===== src/hdl/pfra_pkg.sv =====
`timescale 1ns / 1ps

package pfra_pkg;

  // pool geometry
  localparam int NUM_PAGES  = 1024;
  localparam int PAGE_SHIFT = 12;
  localparam int COUNT_W    = 16;
  localparam int IDX_W      = $clog2(NUM_PAGES);
  localparam int FCNT_W     = $clog2(NUM_PAGES + 1);
  localparam int ADDR_W     = 32;
  localparam int PFN_W      = ADDR_W - PAGE_SHIFT;

  // operation codes
  localparam logic [2:0] OP_ALLOC   = 3'd0;
  localparam logic [2:0] OP_SHARE   = 3'd1;
  localparam logic [2:0] OP_RELEASE = 3'd2;
  localparam logic [2:0] OP_QUERY   = 3'd3;
  localparam logic [2:0] OP_COW     = 3'd4;

  // status codes
  localparam logic [2:0] ST_OK        = 3'd0;
  localparam logic [2:0] ST_NO_FREE   = 3'd1;
  localparam logic [2:0] ST_OUTSIDE   = 3'd2;
  localparam logic [2:0] ST_ZERO      = 3'd3;
  localparam logic [2:0] ST_SATURATED = 3'd4;

  typedef struct packed {
    logic [2:0]        op;
    logic [ADDR_W-1:0] page_addr;
  } req_t;

  typedef struct packed {
    logic [2:0]        status;
    logic [ADDR_W-1:0] result_addr;
    logic [15:0]       share_count;
    logic              copy_needed;
    logic              page_freed;
  } rsp_t;

  // classified request held in the queue
  typedef struct packed {
    logic [2:0]       op;
    logic             in_pool;
    logic [IDX_W-1:0] idx;
    logic [PFN_W-1:0] pfn;
  } entry_t;

  // physical address of a pooled page
  function automatic logic [ADDR_W-1:0] page_address(input logic [ADDR_W-1:0] base,
                                                     input logic [IDX_W-1:0] idx);
    logic [ADDR_W-1:0] b;
    logic [ADDR_W-1:0] off;
    b   = {base[ADDR_W-1:PAGE_SHIFT], {PAGE_SHIFT{1'b0}}};
    off = ADDR_W'(idx) << PAGE_SHIFT;
    return b + off;
  endfunction

endpackage


===== src/hdl/pfra_queue.sv =====
`timescale 1ns / 1ps

module pfra_queue (
  input  logic            clk,
  input  logic            rst,
  input  logic            push,
  input  pfra_pkg::entry_t push_data,
  output logic            full,
  input  logic            pop,
  output logic            nonempty,
  output pfra_pkg::entry_t head
);

  pfra_pkg::entry_t slots [2];
  logic       wr_ptr;
  logic       rd_ptr;
  logic [1:0] fill;

  assign full     = (fill == 2'd2);
  assign nonempty = (fill != 2'd0);
  assign head     = slots[rd_ptr];

  // two-entry ring between front and back
  always_ff @(posedge clk) begin
    if (push) begin
      slots[wr_ptr] <= push_data;
    end
    if (rst) begin
      wr_ptr <= 1'b0;
      rd_ptr <= 1'b0;
      fill   <= 2'd0;
    end else begin
      if (push) begin
        wr_ptr <= ~wr_ptr;
      end
      if (pop) begin
        rd_ptr <= ~rd_ptr;
      end
      case ({push, pop})
        2'b10:   fill <= fill + 2'd1;
        2'b01:   fill <= fill - 2'd1;
        default: fill <= fill;
      endcase
    end
  end

endmodule


===== src/hdl/pfra_front.sv =====
`timescale 1ns / 1ps

module pfra_front (
  input  logic             clk,
  input  logic             rst,
  input  logic [31:0]      pool_base,
  input  logic             busy,
  input  logic             req_valid,
  output logic             req_stall,
  input  pfra_pkg::req_t   req,
  input  logic             pop,
  output logic             q_nonempty,
  output pfra_pkg::entry_t q_head
);

  logic [pfra_pkg::PFN_W-1:0] req_pfn;
  logic [pfra_pkg::PFN_W-1:0] base_pfn;
  logic [pfra_pkg::PFN_W-1:0] diff;
  logic                       q_full;
  logic                       push;
  pfra_pkg::entry_t           entry;

  // page number relative to the pool base
  assign req_pfn  = req.page_addr[pfra_pkg::ADDR_W-1:pfra_pkg::PAGE_SHIFT];
  assign base_pfn = pool_base[pfra_pkg::ADDR_W-1:pfra_pkg::PAGE_SHIFT];
  assign diff     = req_pfn - base_pfn;

  // classify the request
  always_comb begin
    entry.op      = req.op;
    entry.in_pool = (req_pfn >= base_pfn) &&
                    (diff < pfra_pkg::PFN_W'(pfra_pkg::NUM_PAGES));
    entry.idx     = diff[pfra_pkg::IDX_W-1:0];
    entry.pfn     = req_pfn;
  end

  assign req_stall = busy || q_full;
  assign push      = req_valid && !req_stall;

  pfra_queue u_queue (
    .clk       (clk),
    .rst       (rst),
    .push      (push),
    .push_data (entry),
    .full      (q_full),
    .pop       (pop),
    .nonempty  (q_nonempty),
    .head      (q_head)
  );

endmodule


===== config.mk =====
export PLATFORM = sky130hd
export DESIGN_NAME = pfra_front
export DESIGN_NICKNAME = d
export VERILOG_FILES = /design/src/hdl/pfra_pkg.sv /design/src/hdl/pfra_queue.sv /design/src/hdl/pfra_front.sv
export SDC_FILE = /design/constraint.sdc
export NUM_CORES = 1
export LEC_CHECK = 0
export ABC_AREA = 1
export BUFFER_PORTS_ARGS = -buffer_cell sky130_fd_sc_hd__buf_2
export CORE_MARGIN = 3
export CORE_UTILIZATION = 46
export DETAILED_ROUTE_END_ITERATION = 8
export PLACE_DENSITY = 0.72
export SLEW_MARGIN = 5
export SYNTH_ARGS = -nofsm -noshare
export SYNTH_HDL_FRONTEND = slang
export SYNTH_HIERARCHICAL = 1
export SYNTH_SLANG_ARGS = --single-unit

===== constraint.sdc =====
create_clock -name clk -period 3.4 [get_ports clk]
set_clock_uncertainty 0.05 [all_clocks]
set_input_delay 0.85 -clock clk [delete_from_list [all_inputs] [get_ports clk]]
set_output_delay 0.85 -clock clk [all_outputs]
set_load 0.02 [all_outputs]

==> flow_summary.ini <==
[global_routing]
grt-ovfl-total = 0
grt_pass1_vias = 2971
grt_use_total_pct = 17.0
grt_max_degree = 20
grt_pass1_wl_um = 13900
antenna_found_initial = 0

[outcome]
outcome = completed

[clock_network]
worst_skew_pair.late_latency_ns = 0.35
cts_max_path_buffers = 2
clk_pin_slew_ns = 0.08
cts_resized = 0
cts_buffers = 9
cts_root_buf = clkbuf_8
cts.htree.levels = 3
cts_tree = built
cts_sinks = 73
postCtsSetupBuffers = 0
holdBufCountCts = 0

[setup_path]
max_stage_delay_ns = 0.74
required_ns = 2.50
cp.arrival_ns = 1.88
critPathCaptureType = output port
cp_slowest_cell = dfxtp_2
path_cells = buf_12, mux2_2, buf_2
reg2reg_to = u_queue/slots[0][26]
r2r_slack_ns = 1.59
crit_fanout = 19
start_kind = flip-flop
r2r_cells = 7
worstReg2RegStart = u_queue/fill[1]
path_class = reg -> out

[drt]
drt_iter0_markers = 74
via_count = 3066
wire_per_inst_um = 12.8
postRouteAntennaNets = 0
avgViaCountPerCell = 4.58
drc = 0
drt_wl_total_um = 8590
drtPass1Iterations = 4

[yosys]
synth_nets = 537
synthCells = 443
seq_area_frac_synth_pct = 49.1
syn_area_mm2 = 0.00436
avgSynthCellArea_um2 = 9.84
ys_types = 28
ys_seq_elements = 73
ys_warn_count = 6

[finish]
n_fill_cell = 803
antennaDiodeCount = 0
stdcell_count = 669
fin_nets = 632
final_area_mm2 = 0.00512
drive_gt1_share_pct = 30.6
area_growth_pct = 17.5

[pwr]
power_frac_seq_pct = 46.6
swShare_pct = 29.8
internal_power_mw = 1.60
power_switching_mw = 0.681
peakVddDrop_mv = 0.206
power_density_mw_per_mm2 = 446
p_clk_share_pct = 30.2
pwr-share-comb_pct = 23.3
p_leak_nw = 2.48

[worst_hold_path]
min_path_type = reg -> reg
holdPathStages = 2
hold_start = u_queue/fill[1]
min_to = u_queue/fill[1]

[timing]
final.min_clock_period_ns = 2.78
finalMaxSlewViolations = 0
setup_violations = 0
tightestPinTransition_ns = 0.631
hold_violations = 0
max_freq_mhz = 360
hold-worst-slack_ns = 0.463
relSlewSlack_pct = 57.9
fin_tns_setup_ns = 0
final.period_utilization_pct = 81.7
rsz0062_at_grt = no

[die]
core_area_mm2 = 0.00898
die_h_um = 103
die_area_mm2 = 0.0107
die_x_um = 103
io-pin-count = 108
start_util_pct = 48.6
rows = 34

[placed_design]
placed_area_mm2 = 0.00492
gp_congestion = 0.819
dp_hpwl_um = 6800
dp_cells = 653
io_buffer_count = 83

[run]
drv_cap = 0
registers in the layout, summed over array words and instances (netlist names), named ones only:
signal          flops
u_queue/wr_ptr      1
u_queue/slots      68
u_queue/fill        2
u_queue/rd_ptr      1
cells in the mapped netlist:
library cell	count	area (µm²)
nand2_1	117	439
inv_1	82	308
edfxtp_1	68	2040
mux2_4	30	450
nor2_1	30	113
ha_1	21	263
nand3_1	17	85.1
a21oi_1	12	60.1
nand2_2	12	75.1
xor2_1	9	78.8
nand4_1	6	37.5
nor3_1	6	30.0
dfxtp_1	5	100
mux2_2	4	45.0
nor2_2	4	25.0
buf_12	3	60.1
nand3_2	3	30.0
inv_2	2	7.51
nand3b_1	2	15.0
nor3_2	2	20.0
a21oi_2	1	8.76
buf_6	1	11.3
fa_1	1	20.0
o21ai_0	1	5.00
o21ai_2	1	8.76
o21bai_1	1	7.51
or2_2	1	6.26
xnor2_1	1	8.76
routing by layer:
metal / share of wire, % / up-vias / routed length [µm] / global-route usage (%)
met5: 0 / - / 0 / 0
met4: 0.88 / 0 / 76 / 5.38
met3: 4.2 / 10 / 365 / 3.55
met2: 51 / 67 / 4340 / 30.0
met1: 44 / 1365 / 3810 / 20.8
li1: - / 1624 / - / -
how the worst max path moves through the flow:
stage                    from  slack (ns)              endpoint
global placement      req[12]        0.50  u_queue/slots[0][30]
global route        flip-flop        0.54            q_head[23]
detailed placement    req[12]        0.47  u_queue/slots[1][30]
floorplan                busy        0.06   u_queue/slots[0][0]
CTS                 flip-flop        0.59            q_head[23]
finish              flip-flop        0.62            q_head[23]
through the flow:
stage	util [%]	total power, mW	worst slack [ns]
floorplan	-	1.48	0.0600
global placement	54.8	1.61	0.500
detailed placement	54.8	1.62	0.469
CTS	57.1	2.32	0.588
global route	57.1	2.41	0.541
finish	57.1	2.28	0.623
cells by family after synthesis:
kind of cell / Yosys count / share of synthesized area [%]
multiplexers: 34 / 11.4
buffers and inverters: 88 / 8.87
adder cells (fa/ha/maj): 22 / 6.48
AO/OA/AOI/OAI: 16 / 2.07
flip-flops: 73 / 49.1
XOR/XNOR: 10 / 2.01
AND/OR/NAND/NOR: 200 / 20.1
worst max-delay path, delay by kind of cell, from the launching register on:
kind	cells	cell delay, ns
flip-flops	1	0.74
buffers and inverters	2	0.43
multiplexers	1	0.35
power groups by stage:
stage	Clock (mW)	Sequential, mW	Combinational [mW]
after floorplan	0	1.07	0.407
after global placement	0	1.08	0.530
after detailed placement	0	1.08	0.535
after CTS	0.714	1.06	0.538
after global routing	0.747	1.07	0.594
final	0.690	1.06	0.531
layout make-up:
class	count	area, µm²	share of cell area (%)
Sequential cell	73	2140	41.8
Multi-Input combinational cell	282	1840	35.9
Timing Repair Buffer	88	465	9.09
Inverter	84	315	6.16
Tap cell	126	158	3.08
Clock inverter	7	77.6	1.51
Clock buffer	9	124	2.42
cells in the final DEF (no fill, tap or decap), types with 2 or more instances in the layout:
cell / n
nor3_2: 2
mux2_2: 4
nor3_1: 6
edfxtp_1: 68
nand3b_1: 2
dfxtp_1: 4
ha_1: 21
nand2_1: 117
nand3_1: 17
mux2_4: 30
a21oi_1: 12
nand3_2: 3
buf_4: 4
inv_2: 2
nand4_1: 6
nor2_2: 4
buf_2: 83
nand2_2: 12
xor2_1: 9
clkinv_4: 2
inv_1: 82
clkbuf_8: 9
nor2_1: 29
inv_6: 2
No activity file was read; power rests on OpenSTA's default activity.
